### config.mk
export PLATFORM = sky130hd
export DESIGN_NAME = cell_scan_balance_monitor_flat
export DESIGN_NICKNAME = d
export VERILOG_FILES = /design/src/design/csbm_pkg.sv /design/src/design/csbm_in_if.sv /design/src/design/csbm_out_if.sv /design/src/design/csbm_extremes.sv /design/src/design/cell_scan_balance_monitor.sv /design/src/flat_wrapper.sv
export SDC_FILE = /design/constraint.sdc
export NUM_CORES = 1
export LEC_CHECK = 0
export BUFFER_PORTS_ARGS = -buffer_cell sky130_fd_sc_hd__buf_2
export CAP_MARGIN = 10
export CELL_PAD_IN_SITES_DETAIL_PLACEMENT = 1
export CELL_PAD_IN_SITES_GLOBAL_PLACEMENT = 2
export CORE_UTILIZATION = 43
export CTS_BUF_LIST = sky130_fd_sc_hd__clkbuf_8
export DETAILED_ROUTE_END_ITERATION = 16
export GPL_TIMING_DRIVEN = 1
export PLACE_DENSITY_LB_ADDON = 0.3
export SLEW_MARGIN = 30
export SYNTH_ARGS = -nofsm -noshare
export SYNTH_HDL_FRONTEND = slang
export SYNTH_SLANG_ARGS = --single-unit
### constraint.sdc
create_clock -name clk -period 8.8 [get_ports clk]
set_input_delay 0.88 -clock clk [delete_from_list [all_inputs] [get_ports clk]]
set_output_delay 0.88 -clock clk [all_outputs]
set_load 0.005 [all_outputs]
### src/design/csbm_pkg.sv
// shared types and constants of the cell scan balance monitor
package csbm_pkg;

  localparam int CELLS = 8;
  localparam int POS_W = $clog2(CELLS);
  localparam int MV_W = 13;
  localparam int IDX_W = 3;
  localparam int THR_W = 10;
  localparam int CFG_IDX_W = 1;

  typedef logic [POS_W-1:0] pos_t;
  typedef logic [MV_W-1:0] mv_t;
  typedef logic [IDX_W-1:0] idx_t;
  typedef logic [THR_W-1:0] thr_t;
  typedef logic [CFG_IDX_W-1:0] cfg_idx_t;

  localparam pos_t LAST_POS = pos_t'(CELLS - 1);
  localparam mv_t LEVEL_START_LOW = mv_t'(5000);
  localparam thr_t CHANGE_THR_RESET = thr_t'(20);
  localparam thr_t IMBAL_THR_RESET = thr_t'(50);

  // register indexes of the configuration port
  localparam cfg_idx_t REG_CHANGE_THR = cfg_idx_t'(0);
  localparam cfg_idx_t REG_IMBAL_THR = cfg_idx_t'(1);

  // extremes and balancing state as shown with each result item
  typedef struct packed {
    pos_t lowest_index;
    mv_t  lowest_level;
    pos_t highest_index;
    mv_t  highest_level;
    logic balancing;
    logic changed;
  } scan_view_t;

endpackage

### src/design/csbm_in_if.sv
// input channel: one cell sample per item
interface csbm_in_if;
  logic valid;
  logic ready;
  logic [csbm_pkg::MV_W-1:0] sample_mv;

  modport source (output valid, output sample_mv, input ready);
  modport sink (input valid, input sample_mv, output ready);
endinterface

### src/design/csbm_out_if.sv
// output channel: one result item per sample
interface csbm_out_if;
  logic valid;
  logic ready;
  logic [csbm_pkg::IDX_W-1:0] cell_index;
  logic voltage_changed;
  logic scan_complete;
  logic [csbm_pkg::IDX_W-1:0] lowest_cell;
  logic [csbm_pkg::MV_W-1:0] lowest_mv;
  logic [csbm_pkg::IDX_W-1:0] highest_cell;
  logic [csbm_pkg::MV_W-1:0] highest_mv;
  logic balancing;
  logic balancing_changed;

  modport source (output valid, output cell_index, output voltage_changed,
                  output scan_complete, output lowest_cell, output lowest_mv,
                  output highest_cell, output highest_mv, output balancing,
                  output balancing_changed, input ready);
  modport sink (input valid, input cell_index, input voltage_changed,
                input scan_complete, input lowest_cell, input lowest_mv,
                input highest_cell, input highest_mv, input balancing,
                input balancing_changed, output ready);
endinterface

### src/design/csbm_extremes.sv
// running min/max search over one scan, committed at the last cell
module csbm_extremes (
  input  logic                 clk,
  input  logic                 rst,
  input  logic                 upd,
  input  csbm_pkg::pos_t       pos,
  input  csbm_pkg::mv_t        sample,
  input  csbm_pkg::thr_t       imbal_thr,
  output csbm_pkg::scan_view_t view_next
);

  // running search state, valid from the first cell of a scan on
  csbm_pkg::mv_t  run_lo;
  csbm_pkg::pos_t run_lo_idx;
  csbm_pkg::mv_t  run_hi;
  csbm_pkg::pos_t run_hi_idx;
  logic           run_moved;

  // committed result of the last full scan
  csbm_pkg::scan_view_t view;

  csbm_pkg::mv_t  base_lo;
  csbm_pkg::pos_t base_lo_idx;
  csbm_pkg::mv_t  base_hi;
  csbm_pkg::pos_t base_hi_idx;
  logic           base_moved;
  logic           lo_take;
  logic           hi_take;
  csbm_pkg::mv_t  new_lo;
  csbm_pkg::pos_t new_lo_idx;
  csbm_pkg::mv_t  new_hi;
  csbm_pkg::pos_t new_hi_idx;
  logic           new_moved;
  logic signed [csbm_pkg::MV_W:0] spread;
  logic           want;
  logic           complete;

  always_comb begin
    // first cell restarts the search from the committed indexes
    if (pos == '0) begin
      base_lo     = csbm_pkg::LEVEL_START_LOW;
      base_lo_idx = view.lowest_index;
      base_hi     = '0;
      base_hi_idx = view.highest_index;
      base_moved  = 1'b0;
    end else begin
      base_lo     = run_lo;
      base_lo_idx = run_lo_idx;
      base_hi     = run_hi;
      base_hi_idx = run_hi_idx;
      base_moved  = run_moved;
    end
    lo_take    = sample < base_lo;
    hi_take    = sample > base_hi;
    new_lo     = lo_take ? sample : base_lo;
    new_lo_idx = lo_take ? pos : base_lo_idx;
    new_hi     = hi_take ? sample : base_hi;
    new_hi_idx = hi_take ? pos : base_hi_idx;
    new_moved  = base_moved | (lo_take && (base_lo_idx != pos))
                            | (hi_take && (base_hi_idx != pos));
    spread = $signed({1'b0, new_hi}) - $signed({1'b0, new_lo});
    want   = spread > $signed({{(csbm_pkg::MV_W + 1 - csbm_pkg::THR_W){1'b0}}, imbal_thr});
    complete = pos == csbm_pkg::LAST_POS;
    if (complete) begin
      view_next.lowest_index  = new_lo_idx;
      view_next.lowest_level  = new_lo;
      view_next.highest_index = new_hi_idx;
      view_next.highest_level = new_hi;
      view_next.balancing     = want;
      view_next.changed       = new_moved | (want != view.balancing);
    end else begin
      view_next = view;
    end
  end

  always_ff @(posedge clk) begin
    if (rst) begin
      view.lowest_index  <= '0;
      view.lowest_level  <= csbm_pkg::LEVEL_START_LOW;
      view.highest_index <= '0;
      view.highest_level <= '0;
      view.balancing     <= 1'b0;
      view.changed       <= 1'b0;
    end else if (upd) begin
      view <= view_next;
    end
  end

  always_ff @(posedge clk) begin
    if (upd) begin
      run_lo     <= new_lo;
      run_lo_idx <= new_lo_idx;
      run_hi     <= new_hi;
      run_hi_idx <= new_hi_idx;
      run_moved  <= new_moved;
    end
  end

endmodule

### src/design/cell_scan_balance_monitor.sv
// top level of the cell scan balance monitor
// Takes one cell voltage per item and assigns it round robin to cells 0 to
// CELLS-1; every item yields exactly one result item. Throughput is one item
// per cycle while out_ch.ready stays high; the read stage stalls while the
// output register holds a result not yet taken. The cell store is a synchronous
// memory read at acceptance, and the compare, store write-back and running
// min/max step happen as the item moves into the output register. The output
// register lets a new item be accepted while a result waits to be taken.
// Consecutive items always address different cells, so a read never meets a
// pending write to the same entry. The min/max search runs incrementally over
// the scan and is committed on the last cell, where the extremes, balancing
// and balancing_changed update; between scans they hold. Per-entry valid bits
// make never-written cells read as zero right after reset, with no clearing
// pass. The two thresholds are to be written through the cfg port only while
// the block is idle; the user must keep to this, the block does not enforce it.
module cell_scan_balance_monitor (
  input  logic                clk,
  input  logic                rst,
  input  logic                cfg_we,
  input  csbm_pkg::cfg_idx_t  cfg_index,
  input  csbm_pkg::thr_t      cfg_data,
  csbm_in_if.sink             in_ch,
  csbm_out_if.source          out_ch
);

  // configuration registers
  csbm_pkg::thr_t change_thr;
  csbm_pkg::thr_t imbal_thr;

  // scan position of the last accepted item
  csbm_pkg::pos_t scan_position;
  csbm_pkg::pos_t pos_next;

  // cell store memory and per-entry valid bits
  csbm_pkg::mv_t  cell_mem [csbm_pkg::CELLS];
  logic [csbm_pkg::CELLS-1:0] entry_valid;
  csbm_pkg::mv_t  rd_data;
  logic           rd_valid;

  // read stage
  logic           s1_valid;
  csbm_pkg::pos_t s1_pos;
  csbm_pkg::mv_t  s1_sample;
  logic           s1_adv;
  logic           in_accept;

  // compare stage
  csbm_pkg::mv_t  old_mv;
  csbm_pkg::mv_t  diff_mv;
  logic           changed;
  csbm_pkg::scan_view_t view_next;

  // output register
  logic                 out_valid;
  csbm_pkg::idx_t       out_cell;
  logic                 out_changed;
  logic                 out_complete;
  csbm_pkg::scan_view_t out_view;

  assign s1_adv    = s1_valid && (!out_valid || out_ch.ready);
  assign in_ch.ready = !s1_valid || s1_adv;
  assign in_accept = in_ch.valid && in_ch.ready;
  assign pos_next  = (scan_position == csbm_pkg::LAST_POS) ? '0 : scan_position + 1'b1;

  // config writes, unknown indexes cannot occur with a one-bit index
  always_ff @(posedge clk) begin
    if (rst) begin
      change_thr <= csbm_pkg::CHANGE_THR_RESET;
      imbal_thr  <= csbm_pkg::IMBAL_THR_RESET;
    end else if (cfg_we) begin
      unique case (cfg_index)
        csbm_pkg::REG_CHANGE_THR: change_thr <= cfg_data;
        csbm_pkg::REG_IMBAL_THR:  imbal_thr  <= cfg_data;
        default: ;
      endcase
    end
  end

  // position advance and read-stage control
  always_ff @(posedge clk) begin
    if (rst) begin
      scan_position <= csbm_pkg::LAST_POS;
      s1_valid      <= 1'b0;
    end else begin
      if (in_accept) begin
        scan_position <= pos_next;
      end
      s1_valid <= in_accept || (s1_valid && !s1_adv);
    end
  end

  always_ff @(posedge clk) begin
    if (in_accept) begin
      s1_pos    <= pos_next;
      s1_sample <= in_ch.sample_mv;
    end
  end

  // memory: read at acceptance, write back as the item leaves the read stage
  always_ff @(posedge clk) begin
    if (s1_adv) begin
      cell_mem[s1_pos] <= s1_sample;
    end
    if (in_accept) begin
      rd_data <= cell_mem[pos_next];
    end
  end

  always_ff @(posedge clk) begin
    if (rst) begin
      entry_valid <= '0;
      rd_valid    <= 1'b0;
    end else begin
      if (s1_adv) begin
        entry_valid[s1_pos] <= 1'b1;
      end
      if (in_accept) begin
        rd_valid <= entry_valid[pos_next];
      end
    end
  end

  // change detect against the stored value, unwritten cells read as zero
  always_comb begin
    old_mv  = rd_valid ? rd_data : '0;
    diff_mv = (s1_sample >= old_mv) ? s1_sample - old_mv : old_mv - s1_sample;
    changed = diff_mv > {{(csbm_pkg::MV_W - csbm_pkg::THR_W){1'b0}}, change_thr};
  end

  csbm_extremes u_extremes (
    .clk       (clk),
    .rst       (rst),
    .upd       (s1_adv),
    .pos       (s1_pos),
    .sample    (s1_sample),
    .imbal_thr (imbal_thr),
    .view_next (view_next)
  );

  // output register
  always_ff @(posedge clk) begin
    if (rst) begin
      out_valid <= 1'b0;
    end else begin
      out_valid <= s1_adv || (out_valid && !out_ch.ready);
    end
  end

  always_ff @(posedge clk) begin
    if (s1_adv) begin
      out_cell     <= csbm_pkg::idx_t'(s1_pos);
      out_changed  <= changed;
      out_complete <= s1_pos == csbm_pkg::LAST_POS;
      out_view     <= view_next;
    end
  end

  assign out_ch.valid             = out_valid;
  assign out_ch.cell_index        = out_cell;
  assign out_ch.voltage_changed   = out_changed;
  assign out_ch.scan_complete     = out_complete;
  assign out_ch.lowest_cell       = csbm_pkg::idx_t'(out_view.lowest_index);
  assign out_ch.lowest_mv         = out_view.lowest_level;
  assign out_ch.highest_cell      = csbm_pkg::idx_t'(out_view.highest_index);
  assign out_ch.highest_mv        = out_view.highest_level;
  assign out_ch.balancing         = out_view.balancing;
  assign out_ch.balancing_changed = out_view.changed;

`ifndef NO_ASSERTIONS
  // a finished scan is always reported on the last cell
  a_complete_last: assert property (@(posedge clk) disable iff (rst)
    out_valid && out_complete |-> out_cell == csbm_pkg::idx_t'(csbm_pkg::LAST_POS))
    else $error("scan complete reported on a cell other than the last");

  // a stalled read stage keeps its item and its read data
  a_s1_hold: assert property (@(posedge clk) disable iff (rst)
    s1_valid && !s1_adv |=> s1_valid && $stable(s1_pos) && $stable(rd_data))
    else $error("read stage lost its item while stalled");

  // balancing implies a positive spread
  a_bal_spread: assert property (@(posedge clk) disable iff (rst)
    out_valid && out_complete && out_view.balancing
      |-> out_view.highest_level > out_view.lowest_level)
    else $error("balancing set without a spread");
`endif

endmodule

### src/flat_wrapper.sv
// flat-port wrapper written by rule: the top's interface ports become plain ports
module cell_scan_balance_monitor_flat 
  (clk, rst, cfg_we, cfg_index, cfg_data, in_ch_valid, in_ch_sample_mv, in_ch_ready, out_ch_valid, out_ch_cell_index, out_ch_voltage_changed, out_ch_scan_complete, out_ch_lowest_cell, out_ch_lowest_mv, out_ch_highest_cell, out_ch_highest_mv, out_ch_balancing, out_ch_balancing_changed, out_ch_ready);
  csbm_in_if in_ch_i ();
  csbm_out_if out_ch_i ();
  input  logic clk;
  input  logic rst;
  input  logic cfg_we;
  input  csbm_pkg::cfg_idx_t cfg_index;
  input  csbm_pkg::thr_t cfg_data;
  input wire logic [$bits(in_ch_i.valid)-1:0] in_ch_valid;
  input wire logic [$bits(in_ch_i.sample_mv)-1:0] in_ch_sample_mv;
  output wire logic [$bits(in_ch_i.ready)-1:0] in_ch_ready;
  output wire logic [$bits(out_ch_i.valid)-1:0] out_ch_valid;
  output wire logic [$bits(out_ch_i.cell_index)-1:0] out_ch_cell_index;
  output wire logic [$bits(out_ch_i.voltage_changed)-1:0] out_ch_voltage_changed;
  output wire logic [$bits(out_ch_i.scan_complete)-1:0] out_ch_scan_complete;
  output wire logic [$bits(out_ch_i.lowest_cell)-1:0] out_ch_lowest_cell;
  output wire logic [$bits(out_ch_i.lowest_mv)-1:0] out_ch_lowest_mv;
  output wire logic [$bits(out_ch_i.highest_cell)-1:0] out_ch_highest_cell;
  output wire logic [$bits(out_ch_i.highest_mv)-1:0] out_ch_highest_mv;
  output wire logic [$bits(out_ch_i.balancing)-1:0] out_ch_balancing;
  output wire logic [$bits(out_ch_i.balancing_changed)-1:0] out_ch_balancing_changed;
  input wire logic [$bits(out_ch_i.ready)-1:0] out_ch_ready;
  assign in_ch_i.valid = in_ch_valid;
  assign in_ch_i.sample_mv = in_ch_sample_mv;
  assign in_ch_ready = in_ch_i.ready;
  assign out_ch_valid = out_ch_i.valid;
  assign out_ch_cell_index = out_ch_i.cell_index;
  assign out_ch_voltage_changed = out_ch_i.voltage_changed;
  assign out_ch_scan_complete = out_ch_i.scan_complete;
  assign out_ch_lowest_cell = out_ch_i.lowest_cell;
  assign out_ch_lowest_mv = out_ch_i.lowest_mv;
  assign out_ch_highest_cell = out_ch_i.highest_cell;
  assign out_ch_highest_mv = out_ch_i.highest_mv;
  assign out_ch_balancing = out_ch_i.balancing;
  assign out_ch_balancing_changed = out_ch_i.balancing_changed;
  assign out_ch_i.ready = out_ch_ready;
  cell_scan_balance_monitor u_core (.clk(clk), .rst(rst), .cfg_we(cfg_we), .cfg_index(cfg_index), .cfg_data(cfg_data), .in_ch(in_ch_i), .out_ch(out_ch_i));
endmodule
==> Word level (Yosys, flattened, before mapping) <==
Memory sizes are Yosys's and may differ from the RTL's. A register that Yosys moved wholly into a read port is not among the register bits.
Index checks and enable logic that the tools add are counted.
W data, S select, Z words.
{ "totals": {"inputBits": 29, "latchBits": 0, "n_memories": 1, "out_inout_bits": 41, "register_bits": 156, "romBits": 0, "mem_bits_rw": 104, "wordCells": 89} }
{ "classes": {"multipliers": 0, "n_lt_le_gt_ge": 8, "n_eq_ne": 5, "bitwise": 5, "mux": 19, "reduce_logical": 18, "n_addsub": 4, "shifts": 0, "div": 0} }
{ "mem_list": {"columns": ["name", "words", "word_bits", "read_ports", "rd_clocked_by_memory_dff", "wr", "line_no", "text"], "rows": [
  ["u_core.cell_mem", 8, 13, 1, 1, 1, "cell_scan_balance_monitor.sv:35", "csbm_pkg::mv_t cell_mem [csbm_pkg::CELLS];"]
]} }
{ "ops": {"columns": ["cell", "count"], "rows": [
  ["$mux W13", 6],
  ["$mux W34", 1],
  ["$sub A13 B13 Y13", 2],
  ["$mux W3", 5],
  ["$gt A14 B11 Y1", 1],
  ["$sub A13 B13 Y14", 1],
  ["$ge A13 B13 Y1", 1],
  ["$gt A13 B10 Y1", 1],
  ["$gt A13 B13 Y1", 1],
  ["$lt A13 B13 Y1", 1],
  ["$lt A3 B4 Y1 const B", 2],
  ["$or A8 B8 Y8", 1],
  ["$logic_and A1 B1 Y1", 7],
  ["$eq A3 B3 Y1 const B", 2],
  ["$ne A3 B3 Y1", 2],
  ["$mux W1", 5],
  ["$logic_not A1 Y1", 4],
  ["$logic_or A1 B1 Y1", 4],
  ["$reduce_and A2 Y1", 2],
  ["$add A3 B1 Y3 const B", 1],
  ["$bmux W1 S3", 1],
  ["$demux W1 S3", 1],
  ["$ge A3 B1 Y1 const B", 1],
  ["$logic_not A3 Y1", 1],
  ["other kinds (3)", 5]
]} }

==> Longest topological paths before layout <==
{ "depth": {"depth_word": 9, "ltp_mapped": 33, "ltp_nobuf": 29} }

==> Modules after synthesis <==
A second synthesis with hierarchy kept.
{ "unflattened": {"hier_cells": 1185, "area_unflattened_um2": 13641.8} }
{ "modules_own_cells": {"columns": ["module", "cells_each", "n_inst", "seq_area_each_um2", "area_per_inst_um2"], "rows": [
  ["cell_scan_balance_monitor", 610, 1, 5845.6, 8901.0],
  ["csbm_extremes", 575, 1, 1671.6, 4740.8]
]} }

==> Worst setup path after synthesis <==
OpenSTA, ideal clock, no wires.
{ "synth_path": {"kind": "register to register", "start": "reg u_core.s1_pos[0]", "end": "reg u_core.out_view, in the netlist u_core.out_ch.balancing_changed, data pin", "t_required_ns": 8.535, "arrival_time_ns": 6.115, "synth_period_minus_slack_ns": 6.380, "slack_ns": 2.420, "setup_time_ns": 0.265, "stages_incl_launch_ff": 33, "path_buffers": 4, "path_cell_list": "edfxtp_1 -> clkbuf_1 -> or3_1 -> clkbuf_1 -> clkbuf_1 -> nand2_1 -> ha_1 -> and4_1 -> nand3_1 -> o21bai_1 -> a31o_2 -> a21oi_1 -> clkbuf_1 -> nor2_1 -> a21oi_1 -> inv_1 -> ha_1 -> nor2b_1 -> o31a_1 -> o211ai_1 -> nand2b_1 -> a21o_1 -> a21oi_1 -> xnor2_1 -> ha_1 -> a211oi_1 -> o21ai_0 -> nor2_1 -> a21oi_1 -> nor4_1 -> a211oi_1 -> xnor2_1 -> a31oi_1"} }
{ "synth_lines": {"columns": ["item", "line_no", "text"], "rows": [
  ["start, declared", "cell_scan_balance_monitor.sv:42", "csbm_pkg::pos_t s1_pos;"],
  ["start signal, assigned", "cell_scan_balance_monitor.sv:94", "s1_pos <= pos_next;"],
  ["end signal, assigned", "cell_scan_balance_monitor.sv:154", "out_view <= view_next;"],
  ["end, declared", "cell_scan_balance_monitor.sv:58", "csbm_pkg::scan_view_t out_view;"]
]} }

==> results.md <==
- 1st-pass router iterations: 5
- Fill cells: 3316
- Top FF cell, synth: edfxtp_1
- Min cycle time layout: 7270 ps
- Drt drc: 0
- Slew Viols, Final: 0
- Nets: 1400
- Crit path capture: u_core.out_ch.balancing_changed
- Core footprint: 0.0307 mm2
- Post-CTS Setup Bufs: 0
- Sequential share of the synthesized area: 0.560
- Synth top area cells: edfxtp_1 (46%), dfxtp_1 (10%), ha_1 (7.9%), nand2_1 (3.9%), nor2_1 (3.7%)
- RSZ-0062 raised after global routing: no
- Final period util: 0.826
- Row cnt: 64
- Yosys warns: 0
- Maximum vdd drop: 0.105 mV
- Layout cell share with drive strength beyond 1: 0.164
- CP Class: flip-flop to flip-flop
- Drt wl/cell: 20.7 um
- Fmax: 138 MHz
- Setup Viol. Count Final: 0
- Status: complete, no violations
- GRT Resource Usage Total: 0.228
- Design area: 0.0151 mm2
- Area Overhead vs Synth: 12.9%
- First-pass GRT wire length: 54900 um
- Initial Util: 0.437
- Ys async rst share: 0
- Mapped Cells: 1206
- Vias in the first global route: 9669
- Total wire length: 35500 um
- Slowest cell on the critical path: or3_1
- Multi-input gate area: 0.00538 mm2
- Rel. slew slack: 0.365
- CTS hold repair buffers: 0
- Final hold vios: 0
- Power consumption: 0.00345 W
- Ant diodes: 0
- DRT iter0 DRCs: 478
- Setup crit start kind: flip-flop
- Combinational power share: 0.219
- TritonCTS clock tree: done
- Crit path from: u_core.s1_pos[2]
- DRT antenna net count: 0
- Reg2Reg Setup Slack: 1530 ps
- Reg-to-reg startpoint: u_core.s1_pos[2]
- Seq pwr share: 0.437
- Sw power: 0.00105 W
- Synth top area share: 0.459
- Worst skew pair latency: 590 ps
- GRT Residual Overflow: 0
- Placed Area: 0.0142 mm2
- Mapped Nets: 1323
- Yosys top cell by area: edfxtp_1
- Req. time, crit path: 9120 ps
- Clock Power Share: 0.344
- Initial antenna violation count: 0
- Clock sinks: 273
- # IOs: 70
- Internal power: 0.00240 W
- CTS H-tree lvls: 2
- CTS root buffer: clkbuf_8
- Max Cap Viol: 0
- Routability cong.: 0.853
- Mapped Area: 0.0134 mm2
- DR vias: 9417
- Pwr/cell area: 228 mW/mm2
- EDFF count, synth: 205
- Die area: 0.0319 mm2
- Worst EP arrival: 7590 ps
- Synthesized flop and latch total: 273
- Drt via density: 5.48
- Worst setup EP type: flip-flop
- Port bufs: 69
- Sum Neg Setup Slack: 0 ps
- Die Height: 179 um
- Switching Fraction: 0.304
- Clock slew at reported path FFs: 60 ps
- Post-synth cell types: 73
- Slowest Stage Delay on Critical Path: 810 ps
- Max clock buf depth: 3
- CP Max Fanout: 25
- Sequential cell area: 0.00752 mm2
- P_leak: 5.98 nW
- Crit Reg-Reg Endpoint: u_core.out_ch.balancing_changed
- Final setup skew: 30.3 ps
- Worst Reg2Reg Path Length in Cells: 28
- TritonCTS Buffers: 48
- Largest net degree at the start of global routing: 69
- Cts repair resizes: 0
- Hold Path Class: flip-flop to flip-flop
- Avg Inst Size Synth: 11.1 um2
- Slew @ Worst Pin: 952 ps
- Die width: 179 um
- HPWL Detailed: 24300 um
-- power groups by stage --
stage                     registers, W  clock network (W)  logic (W)
after CTS                      0.00151            0.00122   0.000767
after floorplan                0.00151                  0   0.000544
after global placement         0.00153                  0   0.000738
final                          0.00150            0.00118   0.000756
after detailed placement       0.00153                  0   0.000758
after global routing           0.00151            0.00127   0.000847
-- metrics by stage --
stage	hold slack [ps]	util	cells	setup slack, ps
4_1_cts	437	0.493	1719	1400
2_1_floorplan	424	-	1206	2420
3_3_place_gp	442	0.462	1629	1620
5_1_grt	442	0.494	1719	692
3_5_place_dp	451	0.462	1629	1400
6_report	456	0.494	1719	1530
-- layout make-up --
cell class	count	area share
clock inverter	38	0.0172
multi-input combinational	792	0.356
inverter	85	0.0211
sequential	273	0.496
tap	396	0.0327
clock buffer	52	0.0473
timing repair buffer	83	0.0297
-- cells by family after synthesis --
logic type,Yosys count,synth area share
XOR/XNOR,22,0.0144
multiplexers,50,0.0529
AND/OR/NAND/NOR,359,0.116
flip-flops,273,0.560
adder cells (fa/ha/maj),88,0.0838
buffers and inverters,141,0.0418
AO/OA/AOI/OAI,273,0.131
-- state kept, by name (all words and copies together) (netlist names), 3 cells and up --
| name | cells |
|---|---|
| u_core.rd_data | 13 |
| u_core.out_ch.highest_mv | 13 |
| u_core.out_ch.highest_cell | 3 |
| u_core.s1_sample | 13 |
| u_core.out_ch.cell_index | 3 |
| u_core.scan_position | 3 |
| u_core.entry_valid | 8 |
| u_core.u_extremes.run_lo | 13 |
| u_core.u_extremes.run_hi | 13 |
| u_core.u_extremes.run_hi_idx | 3 |
| u_core.u_extremes.view | 34 |
| u_core.out_ch.lowest_mv | 13 |
| u_core.change_thr | 10 |
| u_core.u_extremes.run_lo_idx | 3 |
| u_core.imbal_thr | 10 |
| u_core.out_ch.lowest_cell | 3 |
| u_core.cell_mem | 104 |
| u_core.s1_pos | 3 |
-- placed cells by master (no fill, tap or decap), types with 22 or more instances in the layout --
| cell | Yosys | layout |
|---|---|---|
| nor2_1 | 134 | 128 |
| ha_1 | 85 | 85 |
| dfxtp_1 | 68 | 68 |
| o21ai_0 | 60 | 60 |
| inv_1 | 83 | 95 |
| clkbuf_8 | 0 | 52 |
| mux2_2 | 22 | 22 |
| buf_2 | 1 | 69 |
| a21oi_1 | 79 | 78 |
| a211oi_1 | 27 | 27 |
| edfxtp_1 | 205 | 205 |
| nand2_1 | 139 | 139 |
-- critical path, delay by kind of cell (launching register included) --
| kind | cells | cell delay (ps) |
|---|---|---|
| adders and majority gates | 3 | 900 |
| and+or+nand+nor | 9 | 2020 |
| AOI/OAI and AO/OA | 13 | 2950 |
| xor gates and xnor gates | 2 | 370 |
| DFF | 1 | 630 |
| buffers and inverters | 1 | 150 |
-- routing by layer --
layer  track usage  wire (um)  up-vias
met5             0          0        -
met4        0.0604        710        0
met3        0.0337       1170       47
met2         0.390      17200      160
met1         0.302      16500     4686
li1              -          -     4524
-- worst min-delay path by stage --
stage / slack [ps] / endpoint / start / cells after the start
floorplan: 420 / u_core.out_ch.cell_index[0] / u_core.s1_pos[0] / 0
finish: 460 / u_core.change_thr[8] / u_core.change_thr[8] / 2
CTS: 440 / u_core.s1_sample[7] / in_ch_sample_mv[7] / 1
global route: 440 / u_core.s1_sample[7] / in_ch_sample_mv[7] / 1
global placement: 440 / u_core.u_extremes.view[21] / u_core.u_extremes.view[21] / 1
detailed placement: 450 / u_core.change_thr[8] / u_core.change_thr[8] / 2
-- synth_stat cells, types with 3 or more instances --
cell type and n:
buf_1 7, nand3_1 15, inv_1 83, buf_6 3
edfxtp_1 205, mux4_2 14, a21o_1 18, clkbuf_1 43
o211ai_1 6, xor2_1 4, nand2_1 139, and2_1 3
nand4_1 8, nor2_1 134, dfxtp_1 68, nand3b_1 4
o21ai_0 60, xnor2_1 18, and3_1 4, a211o_1 10
ha_1 85, and3_2 3, or3_1 3, mux2_2 22
o221ai_1 6, a211oi_1 27, a31oi_1 8, o22ai_1 11
nor2b_1 11, nor3_1 16, o21a_1 13, o21bai_1 3
fa_1 3, a21oi_1 79, mux2i_1 12, a221oi_1 3
nand2b_1 6
(Power assumes the default switching activity.)
